File: src/rtl/core/integer_to_ascii_formatter_macros.svh
// Assertion macros for the integer to ASCII formatter.
`ifndef INTEGER_TO_ASCII_FORMATTER_MACROS_SVH
`define INTEGER_TO_ASCII_FORMATTER_MACROS_SVH

`ifndef SYNTHESIS
`define I2A_ASSERT(label, clk, rst_n, expr) \
    label: assert property (@(posedge clk) disable iff (!rst_n) (expr)) \
        else $error("assertion failed");
`define I2A_ASSERT_NEXT(label, clk, rst_n, ante, cons) \
    label: assert property (@(posedge clk) disable iff (!rst_n) (ante) |=> (cons)) \
        else $error("assertion failed");
`else
`define I2A_ASSERT(label, clk, rst_n, expr)
`define I2A_ASSERT_NEXT(label, clk, rst_n, ante, cons)
`endif

`endif

File: src/rtl/core/i2a_pkg.sv
// Constants, control word layout and microcode table of the formatter.
`default_nettype none

package i2a_pkg;

    localparam int unsigned S_DATA_W = 104;
    localparam int unsigned M_DATA_W = 40;
    localparam int unsigned VALUE_W  = 64;
    localparam int unsigned COUNT_W  = 31;
    localparam int unsigned BCD_W    = 40;
    localparam int unsigned CNT_W    = 6;
    localparam int unsigned STEP_W   = 4;
    localparam int unsigned ACT_W    = 3;
    localparam int unsigned COND_W   = 3;

    localparam logic [1:0] OP_HEX_LOWER = 2'd0;
    localparam logic [1:0] OP_HEX_UPPER = 2'd1;
    localparam logic [1:0] OP_DEC       = 2'd2;
    localparam logic [1:0] OP_PTR       = 2'd3;

    localparam logic [ACT_W-1:0] ACT_NONE       = 3'd0;
    localparam logic [ACT_W-1:0] ACT_LOAD       = 3'd1;
    localparam logic [ACT_W-1:0] ACT_SKIP       = 3'd2;
    localparam logic [ACT_W-1:0] ACT_EMIT_DIGIT = 3'd3;
    localparam logic [ACT_W-1:0] ACT_EMIT_CONST = 3'd4;
    localparam logic [ACT_W-1:0] ACT_DABBLE     = 3'd5;

    localparam logic [COND_W-1:0] COND_ALWAYS      = 3'd0;
    localparam logic [COND_W-1:0] COND_ACCEPT      = 3'd1;
    localparam logic [COND_W-1:0] COND_VAL_ZERO    = 3'd2;
    localparam logic [COND_W-1:0] COND_SKIP_DONE   = 3'd3;
    localparam logic [COND_W-1:0] COND_LAST_DIGIT  = 3'd4;
    localparam logic [COND_W-1:0] COND_DABBLE_DONE = 3'd5;

    localparam logic [STEP_W-1:0] STEP_IDLE   = 4'd0;
    localparam logic [STEP_W-1:0] STEP_PTR    = 4'd1;
    localparam logic [STEP_W-1:0] STEP_PFX0   = 4'd2;
    localparam logic [STEP_W-1:0] STEP_PFXX   = 4'd3;
    localparam logic [STEP_W-1:0] STEP_SKIP   = 4'd4;
    localparam logic [STEP_W-1:0] STEP_DIGIT  = 4'd5;
    localparam logic [STEP_W-1:0] STEP_DABBLE = 4'd6;
    localparam logic [STEP_W-1:0] STEP_NIL0   = 4'd7;
    localparam logic [STEP_W-1:0] STEP_NIL1   = 4'd8;
    localparam logic [STEP_W-1:0] STEP_NIL2   = 4'd9;
    localparam logic [STEP_W-1:0] STEP_NIL3   = 4'd10;
    localparam logic [STEP_W-1:0] STEP_NIL4   = 4'd11;

    localparam logic [CNT_W-1:0] DIGITS_HEX64 = 6'd16;
    localparam logic [CNT_W-1:0] DIGITS_HEX32 = 6'd8;
    localparam logic [CNT_W-1:0] DIGITS_DEC   = 6'd10;
    localparam logic [CNT_W-1:0] DABBLE_BITS  = 6'd32;

    localparam logic [7:0] CHAR_ZERO   = 8'd48;
    localparam logic [7:0] ALPHA_LOWER = 8'd87;
    localparam logic [7:0] ALPHA_UPPER = 8'd55;
    localparam logic [7:0] CHAR_X      = 8'd120;
    localparam logic [7:0] CHAR_LPAREN = 8'd40;
    localparam logic [7:0] CHAR_N      = 8'd110;
    localparam logic [7:0] CHAR_I      = 8'd105;
    localparam logic [7:0] CHAR_L      = 8'd108;
    localparam logic [7:0] CHAR_RPAREN = 8'd41;

    localparam logic [COUNT_W-1:0] COUNT_MAX = {COUNT_W{1'b1}};

    typedef struct packed {
        logic [ACT_W-1:0]  act;
        logic [7:0]        chr;
        logic              last;
        logic [COND_W-1:0] cond;
        logic [STEP_W-1:0] tgt_t;
        logic [STEP_W-1:0] tgt_f;
    } ucode_t;

    function automatic ucode_t ucode_rom(input logic [STEP_W-1:0] step);
        ucode_t w;
        case (step)
            STEP_IDLE:   w = '{ACT_LOAD, 8'd0, 1'b0, COND_ACCEPT, STEP_IDLE, STEP_IDLE};
            STEP_PTR:    w = '{ACT_NONE, 8'd0, 1'b0, COND_VAL_ZERO, STEP_NIL0, STEP_PFX0};
            STEP_PFX0:   w = '{ACT_EMIT_CONST, CHAR_ZERO, 1'b0, COND_ALWAYS,
                               STEP_PFXX, STEP_PFXX};
            STEP_PFXX:   w = '{ACT_EMIT_CONST, CHAR_X, 1'b0, COND_ALWAYS,
                               STEP_SKIP, STEP_SKIP};
            STEP_SKIP:   w = '{ACT_SKIP, 8'd0, 1'b0, COND_SKIP_DONE, STEP_DIGIT, STEP_SKIP};
            STEP_DIGIT:  w = '{ACT_EMIT_DIGIT, 8'd0, 1'b0, COND_LAST_DIGIT,
                               STEP_IDLE, STEP_DIGIT};
            STEP_DABBLE: w = '{ACT_DABBLE, 8'd0, 1'b0, COND_DABBLE_DONE,
                               STEP_SKIP, STEP_DABBLE};
            STEP_NIL0:   w = '{ACT_EMIT_CONST, CHAR_LPAREN, 1'b0, COND_ALWAYS,
                               STEP_NIL1, STEP_NIL1};
            STEP_NIL1:   w = '{ACT_EMIT_CONST, CHAR_N, 1'b0, COND_ALWAYS,
                               STEP_NIL2, STEP_NIL2};
            STEP_NIL2:   w = '{ACT_EMIT_CONST, CHAR_I, 1'b0, COND_ALWAYS,
                               STEP_NIL3, STEP_NIL3};
            STEP_NIL3:   w = '{ACT_EMIT_CONST, CHAR_L, 1'b0, COND_ALWAYS,
                               STEP_NIL4, STEP_NIL4};
            STEP_NIL4:   w = '{ACT_EMIT_CONST, CHAR_RPAREN, 1'b1, COND_ALWAYS,
                               STEP_IDLE, STEP_IDLE};
            default:     w = '{ACT_NONE, 8'd0, 1'b0, COND_ALWAYS, STEP_IDLE, STEP_IDLE};
        endcase
        return w;
    endfunction

    function automatic logic [STEP_W-1:0] entry_step(input logic [1:0] op);
        logic [STEP_W-1:0] s;
        case (op)
            OP_PTR:  s = STEP_PTR;
            OP_DEC:  s = STEP_DABBLE;
            default: s = STEP_SKIP;
        endcase
        return s;
    endfunction

endpackage

`default_nettype wire

File: src/rtl/core/integer_to_ascii_formatter.sv
// Sequence: hex skips leading zero digits, then emits the digits; decimal first runs double dabble.
// Pointer adds a zero check and the two prefix characters "0x"; a zero pointer emits "(nil)" instead.
// Throughput: one character per cycle while the output register is drained, one item at a time.
// Item time is set by the microcode sequencer.
// Reset: rst_n asynchronous active low clears the step counter and the output valid.
`default_nettype none

`include "integer_to_ascii_formatter_macros.svh"

module integer_to_ascii_formatter
(
    input  wire logic                          clk,
    input  wire logic                          rst_n,
    input  wire logic                          s_tvalid,
    output logic                               s_tready,
    // operation [1:0], value [65:2], count_in [96:66], zero pad [103:97]
    input  wire logic [i2a_pkg::S_DATA_W-1:0]  s_tdata,
    output logic                               m_tvalid,
    input  wire logic                          m_tready,
    // character [7:0], count_out [38:8], zero pad [39]
    output logic [i2a_pkg::M_DATA_W-1:0]       m_tdata,
    output logic                               m_tlast
);

    logic [i2a_pkg::STEP_W-1:0]  upc_reg, upc_next;
    logic                        m_tvalid_reg, m_tvalid_next;
    logic [7:0]                  char_reg, char_next;
    logic                        last_reg, last_next;
    logic [i2a_pkg::COUNT_W-1:0] out_count_reg, out_count_next;
    logic [i2a_pkg::COUNT_W-1:0] count_reg, count_next;
    logic [i2a_pkg::VALUE_W-1:0] val_reg, val_next;
    logic [i2a_pkg::BCD_W-1:0]   bcd_reg, bcd_next;
    logic [i2a_pkg::CNT_W-1:0]   cnt_reg, cnt_next;
    logic                        upper_reg, upper_next;

    i2a_pkg::ucode_t             uc;
    logic                        in_accept;
    logic                        out_free;
    logic                        is_emit;
    logic                        cnt_active;
    logic                        stall;
    logic                        cond_true;
    logic                        skip_done;
    logic [1:0]                  in_op;
    logic [i2a_pkg::VALUE_W-1:0] in_value;
    logic [i2a_pkg::COUNT_W-1:0] in_count;
    logic [3:0]                  top_nib;
    logic [7:0]                  digit_char;
    logic [i2a_pkg::COUNT_W-1:0] count_sat;
    logic [i2a_pkg::BCD_W-1:0]   bcd_adj;
    logic [i2a_pkg::BCD_W-1:0]   bcd_shift;

    assign uc        = i2a_pkg::ucode_rom(upc_reg);
    assign in_op     = s_tdata[1:0];
    assign in_value  = s_tdata[65:2];
    assign in_count  = s_tdata[96:66];
    assign s_tready  = (upc_reg == i2a_pkg::STEP_IDLE);
    assign in_accept = s_tvalid && s_tready;
    assign out_free  = !m_tvalid_reg || m_tready;
    assign is_emit   = (uc.act == i2a_pkg::ACT_EMIT_DIGIT) || (uc.act == i2a_pkg::ACT_EMIT_CONST);
    assign stall     = is_emit && !out_free;
    assign cnt_active = (uc.act == i2a_pkg::ACT_SKIP) || (uc.act == i2a_pkg::ACT_EMIT_DIGIT)
                        || (uc.act == i2a_pkg::ACT_DABBLE);

    assign top_nib   = val_reg[63:60];
    assign skip_done = (top_nib != 4'd0) || (cnt_reg == 6'd1);
    assign count_sat = (count_reg == i2a_pkg::COUNT_MAX) ? count_reg
                                                        : count_reg + 1'b1;

    always_comb
    begin
        if (top_nib < 4'd10)
        begin
            digit_char = i2a_pkg::CHAR_ZERO + {4'd0, top_nib};
        end
        else
        begin
            digit_char = (upper_reg ? i2a_pkg::ALPHA_UPPER : i2a_pkg::ALPHA_LOWER)
                         + {4'd0, top_nib};
        end
    end

    // Add 3 to every BCD digit of 5 or more before the shift.
    always_comb
    begin
        for (int i = 0; i < i2a_pkg::BCD_W / 4; i++)
        begin
            if (bcd_reg[i*4 +: 4] >= 4'd5)
            begin
                bcd_adj[i*4 +: 4] = bcd_reg[i*4 +: 4] + 4'd3;
            end
            else
            begin
                bcd_adj[i*4 +: 4] = bcd_reg[i*4 +: 4];
            end
        end
    end

    assign bcd_shift = {bcd_adj[i2a_pkg::BCD_W-2:0], val_reg[31]};

    always_comb
    begin
        case (uc.cond)
            i2a_pkg::COND_ALWAYS:      cond_true = 1'b1;
            i2a_pkg::COND_ACCEPT:      cond_true = in_accept;
            i2a_pkg::COND_VAL_ZERO:    cond_true = (val_reg == '0);
            i2a_pkg::COND_SKIP_DONE:   cond_true = skip_done;
            i2a_pkg::COND_LAST_DIGIT:  cond_true = (cnt_reg == 6'd1);
            i2a_pkg::COND_DABBLE_DONE: cond_true = (cnt_reg == 6'd1);
            default:                   cond_true = 1'b0;
        endcase
    end

    // Sequencer: hold on a blocked emit, dispatch on the opcode at accept.
    always_comb
    begin
        if (stall)
        begin
            upc_next = upc_reg;
        end
        else if (uc.act == i2a_pkg::ACT_LOAD)
        begin
            upc_next = in_accept ? i2a_pkg::entry_step(in_op) : i2a_pkg::STEP_IDLE;
        end
        else
        begin
            upc_next = cond_true ? uc.tgt_t : uc.tgt_f;
        end
    end

    always_comb
    begin
        val_next       = val_reg;
        bcd_next       = bcd_reg;
        cnt_next       = cnt_reg;
        upper_next     = upper_reg;
        count_next     = count_reg;
        m_tvalid_next  = m_tvalid_reg;
        char_next      = char_reg;
        last_next      = last_reg;
        out_count_next = out_count_reg;

        if (m_tready)
        begin
            m_tvalid_next = 1'b0;
        end

        case (uc.act)
            i2a_pkg::ACT_LOAD:
            begin
                if (in_accept)
                begin
                    count_next = in_count;
                    bcd_next   = '0;
                    upper_next = 1'b0;
                    case (in_op)
                        i2a_pkg::OP_HEX_UPPER:
                        begin
                            val_next   = {in_value[31:0], 32'd0};
                            cnt_next   = i2a_pkg::DIGITS_HEX32;
                            upper_next = 1'b1;
                        end
                        i2a_pkg::OP_DEC:
                        begin
                            val_next = {32'd0, in_value[31:0]};
                            cnt_next = i2a_pkg::DABBLE_BITS;
                        end
                        default:
                        begin
                            val_next = in_value;
                            cnt_next = i2a_pkg::DIGITS_HEX64;
                        end
                    endcase
                end
            end
            i2a_pkg::ACT_DABBLE:
            begin
                bcd_next = bcd_shift;
                if (cnt_reg == 6'd1)
                begin
                    val_next = {bcd_shift, 24'd0};
                    cnt_next = i2a_pkg::DIGITS_DEC;
                end
                else
                begin
                    val_next = {val_reg[62:0], 1'b0};
                    cnt_next = cnt_reg - 1'b1;
                end
            end
            i2a_pkg::ACT_SKIP:
            begin
                if (!skip_done)
                begin
                    val_next = {val_reg[59:0], 4'd0};
                    cnt_next = cnt_reg - 1'b1;
                end
            end
            i2a_pkg::ACT_EMIT_DIGIT:
            begin
                if (out_free)
                begin
                    m_tvalid_next  = 1'b1;
                    char_next      = digit_char;
                    last_next      = (cnt_reg == 6'd1);
                    out_count_next = count_sat;
                    count_next     = count_sat;
                    val_next       = {val_reg[59:0], 4'd0};
                    cnt_next       = cnt_reg - 1'b1;
                end
            end
            i2a_pkg::ACT_EMIT_CONST:
            begin
                if (out_free)
                begin
                    m_tvalid_next  = 1'b1;
                    char_next      = uc.chr;
                    last_next      = uc.last;
                    out_count_next = count_sat;
                    count_next     = count_sat;
                end
            end
            default:
            begin
            end
        endcase
    end

    always_ff @(posedge clk or negedge rst_n)
    begin
        if (!rst_n)
        begin
            upc_reg      <= i2a_pkg::STEP_IDLE;
            m_tvalid_reg <= 1'b0;
        end
        else
        begin
            upc_reg      <= upc_next;
            m_tvalid_reg <= m_tvalid_next;
        end
    end

    always_ff @(posedge clk)
    begin
        val_reg       <= val_next;
        bcd_reg       <= bcd_next;
        cnt_reg       <= cnt_next;
        upper_reg     <= upper_next;
        count_reg     <= count_next;
        char_reg      <= char_next;
        last_reg      <= last_next;
        out_count_reg <= out_count_next;
    end

    assign m_tvalid = m_tvalid_reg;
    assign m_tlast  = last_reg;
    assign m_tdata  = {1'b0, out_count_reg, char_reg};

    `I2A_ASSERT_NEXT(a_emit_hold, clk, rst_n, stall, $stable(upc_reg))
    `I2A_ASSERT(a_cnt_nonzero, clk, rst_n, !(cnt_active && cnt_reg == 6'd0))
    `I2A_ASSERT_NEXT(a_accept_starts, clk, rst_n, in_accept, upc_reg != i2a_pkg::STEP_IDLE)
    `I2A_ASSERT_NEXT(a_emit_loads, clk, rst_n, is_emit && out_free, m_tvalid_reg)

endmodule

`default_nettype wire
File: config.mk
export PLATFORM = sky130hd
export DESIGN_NAME = integer_to_ascii_formatter
export DESIGN_NICKNAME = d
export VERILOG_FILES = /design/src/rtl/core/i2a_pkg.sv /design/src/rtl/core/integer_to_ascii_formatter.sv
export VERILOG_INCLUDE_DIRS = /design/src /design/src/rtl/core
export SDC_FILE = /design/constraint.sdc
export NUM_CORES = 1
export LEC_CHECK = 0
export ABC_AREA = 1
export ABC_CLOCK_PERIOD_IN_PS = 9800
export BUFFER_PORTS_ARGS = -buffer_cell sky130_fd_sc_hd__buf_2
export CAP_MARGIN = 20
export CORE_MARGIN = 2
export CORE_UTILIZATION = 30
export DETAILED_ROUTE_END_ITERATION = 8
export PLACE_DENSITY = 0.45
export SYNTH_ARGS = -nofsm -noshare
export SYNTH_HDL_FRONTEND = slang
export SYNTH_SLANG_ARGS = --single-unit
File: constraint.sdc
create_clock -name clk -period 9.8 [get_ports clk]
set_input_delay 0.98 -clock clk [delete_from_list [all_inputs] [get_ports clk]]
set_output_delay 0.98 -clock clk [all_outputs]
set_load 0.02 [all_outputs]
==> impl_metrics.ini, run 1 <==
[synth]
ys_warn_count = 0
yosys.area.top_type = edfxtp_1
synth_area_leaders = edfxtp_1 (50%), nand2_1 (13%), nor2_1 (4.7%)
ys_top_cells_by_count = nand2_1 (367), edfxtp_1 (181), nor2_1 (137)
synth_most_common_cell = nand2_1
synth_cell_types = 47
syn_area_um2 = 10800
synthArstFlopShare = 0.0269
syn_inst = 1240
synth_top_area_frac = 0.501
postSynthAreaPerCell_um2 = 8.74
yosysSeqAreaShare = 0.513
ys_ff_latch = 186
synth-edff-count = 181
synthFlopType = edfxtp_1

[layout]
design_area_um2 = 12500
syn2layout_area_growth_pct = 15.8
drive_above_1_share = 0.170
largest_register_ffs = 64
layout.nets = 1510

[clock_network]
htreeDepth = 4
cts_sinks = 186
insertion_delay_ns = 0.46
cts_buffers = 17
clkTransAtPathRegs_ns = 0.07
postCtsHoldBufs = 0
ctsResizeCount = 0
cts-root-buf = clkbuf_16
clock_path_buffers = 2
cts_tree = built
cts_setup_buffers = 0

[sta]
slew_headroom = 0.314
final.setup.tns_ns = 0
setup_viol = 0
clock_skew_ns = 0.0150
rsz0062_at_grt = false
finalMaxSlewViolations = 0
max_clock_freq_mhz = 281
tightestPinTransition_ns = 1.03
finalCriticalPeriod_ns = 3.56
hold_viol_final = 0
period_share = 0.363

[global_routing]
grt_pass1_wl_mm = 49.9
grt_pass1_vias = 8857
grt_remaining_overflow = 0
grt.total_usage = 0.171
grt_max_degree = 71
antenna_found_initial = 0

[worst_setup_path]
cp.arrival_ns = 3.65
crit_slowest_cell = buf_4
worstSetupPathType = flip-flop to flip-flop
cp_cell_sequence = inv_2, nand2_2, nor2_4, buf_4, nand2_1, nand2_4, inv_2, o21ai_2, buf_4
critPathMaxStageDelay_ns = 0.51
crit_fanout = 49
endpoint_kind = flip-flop
worstPathRequired_ns = 9.89
cp-start-kind = flip-flop

[floorplanning]
die_y_um = 194
initial_core_util = 0.305
io_pins = 151
die_area_um2 = 37700
die_w_um = 194
placementRows = 69
core_area_um2 = 35600

[placed_design]
hpwl_mm = 23.2
placed_area_um2 = 11900
gp_congestion = 0.859
port_buffers = 141

[detailed_routing]
firstDrtPassIters = 5
drc = 0
routed_via_density = 4.86
detail-route-antenna-nets = 0
wire_per_inst_um = 17.4
wl_mm = 32.1
dr.first_iter.drc_count = 709
num_vias = 8955

[pwr]
p_per_area_nw_per_um2 = 398
p_leak_nw = 5.29
ir_worst_vdd_v = 0.000208

[outcome]
status = completed

[min_path]
min_path_type = primary input to asynchronous set/reset pin

[run]
cap_violations = 0
[power by group]
part | internal, mW | switching (mW)
sequential | 1.63 | 0.306
clock | 0.393 | 0.327
combinational | 0.679 | 1.66
[layer usage]
metal	vias up	share of wire	routed length, um	global-route usage
li1	4465	-	-	-
met1	4231	0.45	14300	0.221
met2	230	0.49	15800	0.293
met3	29	0.044	1430	0.0292
met4	0	0.019	623	0.0513
met5	-	0	0	0
[placed cells by master (no fill, tap or decap), drive strengths merged, types with 5 or more instances in the layout]
master   instances
a21oi           36
a22oi           25
a31oi            7
buf            147
clkbuf          21
dfrtp            5
edfxtp         181
ha              35
inv            140
nand2          371
nand3           60
nand4           19
nor2           146
nor3            16
nor4             5
o2111ai         21
o21ai           47
o221ai          11
o22ai           19
or2             23
xor2            19
[area by class of cell]
class,count,area [um^2]
Clock inverter,11,133
Antenna cell,2,5.00
Clock buffer,21,460
Fill cell,3757,23000
Tap cell,461,577
Sequential cell,186,5560
Multi-Input combinational cell,878,4540
Timing Repair Buffer,147,763
Inverter,137,514
[cells by family (layout without fill, tap and decap cells)]
logic type,count (synthesis),in the layout,synth area share
xor gates and xnor gates,21,21,0.0170
other,1,4,0.000346
AOI/OAI and AO/OA,176,176,0.105
and+or+nand+nor,644,644,0.252
buffers and inverters,177,316,0.0717
DFF,186,186,0.513
adders and majority gates,35,35,0.0404
[stage by stage]
stage,utilization,hold slack (ns),instances,total power [mW],setup WS [ns]
6_report,0.353,0.329,1843,4.99,6.24
5_1_grt,0.353,0.310,1841,5.41,5.93
4_1_cts,0.352,0.308,1840,5.04,6.19
3_5_place_dp,0.335,0.566,1808,4.30,6.21
3_3_place_gp,0.335,0.568,1808,4.29,6.25
2_1_floorplan,-,0.520,1241,3.60,4.40
[critical path: cells and delay by family (launching register included)]
kind / cells / cell delay [ns]
AND/OR/NAND/NOR: 4 / 0.87
AO/OA/AOI/OAI: 1 / 0.21
flip-flops: 1 / 0.47
buffers and inverters: 4 / 1.60
[path summary, 6_finish.rpt]
path | start | endpoint | slack (ns) | depth (start not counted)
setup / recovery | upc_reg[3]$_DFFE_PN0N_ | count_reg[6]$_DFFE_PP_ | 6.24 | 9
max in group asynchronous | rst_n | upc_reg[1]$_DFFE_PN0N_ | 9.34 | 1
setup reg to reg | upc_reg[3]$_DFFE_PN0N_ | count_reg[6]$_DFFE_PP_ | 6.24 | 9
hold reg to reg | count_reg[30]$_DFFE_PP_ | out_count_reg[30]$_DFFE_PP_ | 0.58 | 1
min in group clk | count_reg[30]$_DFFE_PP_ | out_count_reg[30]$_DFFE_PP_ | 0.58 | 1
hold / removal | rst_n | m_tvalid$_DFF_PN0_ | 0.33 | 1
(Power assumes the default switching activity.)
==> run 2: changes to the inputs <==
--- a/config.mk
+++ b/config.mk
@@ -7,7 +7,7 @@
 export NUM_CORES = 1
 export LEC_CHECK = 0
 export ABC_AREA = 1
-export ABC_CLOCK_PERIOD_IN_PS = 9800
+export ABC_CLOCK_PERIOD_IN_PS = 3600
 export BUFFER_PORTS_ARGS = -buffer_cell sky130_fd_sc_hd__buf_2
 export CAP_MARGIN = 20
 export CORE_MARGIN = 2
==> constraint.sdc (replaced) <==
create_clock -name clk -period 3.6 [get_ports clk]
set_input_delay 0.36 -clock clk [delete_from_list [all_inputs] [get_ports clk]]
set_output_delay 0.36 -clock clk [all_outputs]
set_load 0.02 [all_outputs]
==> run 2 against run 1 <==
Net effect:
- wire length shrank 0.20%
- critical path depth is 2 higher
- global-route usage grew 0.084 points
- die area is the same
- sequential cell count is the same
- clock power grew to 2.6 times the previous value
- combinational power rose to 2.8 times the previous value
- largest power group unchanged
- count of clock-buffer cells in the layout fell by 1
- sequential share of layout area is 0.18 points lower
- largest cell class unchanged
==> impl_metrics.ini, run 2 (synthesis gave the netlist of run 1 again) <==
[detailed_routing]
dr.first_iter.drc_count = 587
detail-route-antenna-nets = 0
wire_per_inst_um = 17.3
routed_via_density = 4.84
drc = 0
num_vias = 8966
firstDrtPassIters = 8
wl_mm = 32.1

[sta]
setup_viol = 0
max_clock_freq_mhz = 341
rsz0062_at_grt = false
period_share = 0.814
hold_ws_ns = 0.193
hold_viol_final = 0
clock_skew_ns = 0.0143
slew_headroom = 0.545
finalWorstSetupSlack_ns = 0.669
final.setup.tns_ns = 0
finalMaxSlewViolations = 0
tightestPinTransition_ns = 0.680
finalCriticalPeriod_ns = 2.93

[placed_design]
placed_area_um2 = 12000
port_buffers = 141
place_ws_ns = 0.658
hpwl_mm = 23.8
gp_congestion = 0.872

[pwr]
power_mw = 13.6
p_per_area_nw_per_um2 = 1080
p_leak_nw = 5.32
ir_worst_vdd_v = 0.000553

[worst_setup_path]
r2r_end = val_reg[60]$_DFFE_PP_
worstPathRequired_ns = 3.88
crit_start = upc_reg[1]$_DFFE_PN0N_
r2r-start = upc_reg[1]$_DFFE_PN0N_
cp-start-kind = flip-flop
critPathMaxStageDelay_ns = 0.58
r2r_setup_slack_ns = 0.67
path_delay_family = simple AND/OR/NAND/NOR gates
crit_slowest_cell = dfrtp_1
cp_cell_sequence = inv_1, ha_1, nand2_1, nor2_1, nor2_1, nor2_2, nor2_4, nand3_2, inv_2, nand2_1, nand4_1
cp.arrival_ns = 3.21
critPathBufInv = 2
endpoint_kind = flip-flop
reg2regPathDepth = 11
worstSetupPathType = flip-flop to flip-flop
path_depth = 11
crit_fanout = 29

[global_routing]
grt_pass1_vias = 8973
antenna_found_initial = 1
grt_max_degree = 71
grt.total_usage = 0.172
grt_remaining_overflow = 0
grt_pass1_wl_mm = 50.5

[min_path]
hold_path_depth = 3
hp-start = s_tdata[92]
min_path_type = primary input to flip-flop
hold-path-endpoint = count_reg[26]$_DFFE_PP_

[floorplanning]
die_y_um = 194
die_area_um2 = 37700
placementRows = 69
die_w_um = 194
io_pins = 151
core_area_um2 = 35600
initial_core_util = 0.305

[layout]
drive_above_1_share = 0.176
syn2layout_area_growth_pct = 16.2
mostFrequentLayoutCells = nand2_1 (366), edfxtp_1 (181), buf_2 (141), nor2_1 (136), inv_1 (126)
final_common_cell = nand2_1
design_area_um2 = 12600
nFillCells = 3778
insertedDiodeCount = 0
largest_register_ffs = 64
layout.nets = 1520

[clock_network]
cts_sinks = 186
cts_tree = built
htreeDepth = 4
clock_path_buffers = 2
clkTransAtPathRegs_ns = 0.07
insertion_delay_ns = 0.45
cts_setup_buffers = 0
cts-root-buf = clkbuf_16
cts_buffers = 17

[run]
cap_violations = 0

[outcome]
status = completed
run 2: stage by stage:
step	cells	util
floorplan	1241	-
global placement	1818	0.338
detailed placement	1818	0.338
CTS	1851	0.354
global route	1851	0.354
finish	1851	0.354
run 2: report_power, final:
part | internal [mW] | switching (mW)
combinational | 1.93 | 4.51
sequential | 4.42 | 0.833
clock | 0.998 | 0.871
run 2: per-layer routing:
metal  vias up  GRT usage  part of all wire
met4         2     0.0561             0.021
met3        38     0.0278             0.040
met5         -          0           0.00041
met1      4225      0.220              0.45
li1       4483          -                 -
met2       218      0.295              0.49
run 2: what timing repair did:
| item | in CTS | in global routing |
|---|---|---|
| gates resized for setup | 0 | 0 |
| hold buffers | 1 | 0 |
| hold endpoints to repair | 5 | 0 |
run 2: final cells by class:
| type | instances | area [um^2] | area share |
|---|---|---|---|
| multi-input combinational | 878 | 4540 | 0.360 |
| timing repair buffer | 157 | 841 | 0.0667 |
| clock inverter | 12 | 115 | 0.00914 |
| inverter | 137 | 514 | 0.0408 |
| clock buffer | 20 | 457 | 0.0362 |
| sequential | 186 | 5560 | 0.441 |
| tap | 461 | 577 | 0.0458 |
run 2: how the worst max path moves through the flow:
stage | slack (ns) | to
2_1_floorplan | 0.09 | count_reg[0]$_DFFE_PP_
3_3_place_gp | 0.70 | val_reg[63]$_DFFE_PP_
3_5_place_dp | 0.66 | val_reg[60]$_DFFE_PP_
4_1_cts | 0.64 | val_reg[60]$_DFFE_PP_
5_1_grt | 0.39 | val_reg[60]$_DFFE_PP_
6_report | 0.67 | val_reg[60]$_DFFE_PP_
run 2: worst reg2reg max path, delay by kind of cell, from the launching register on:
family	cells	cell delay, ns
buf+inv	2	0.62
fa+ha+maj	1	0.32
simple gates	8	1.26
flops	1	0.58
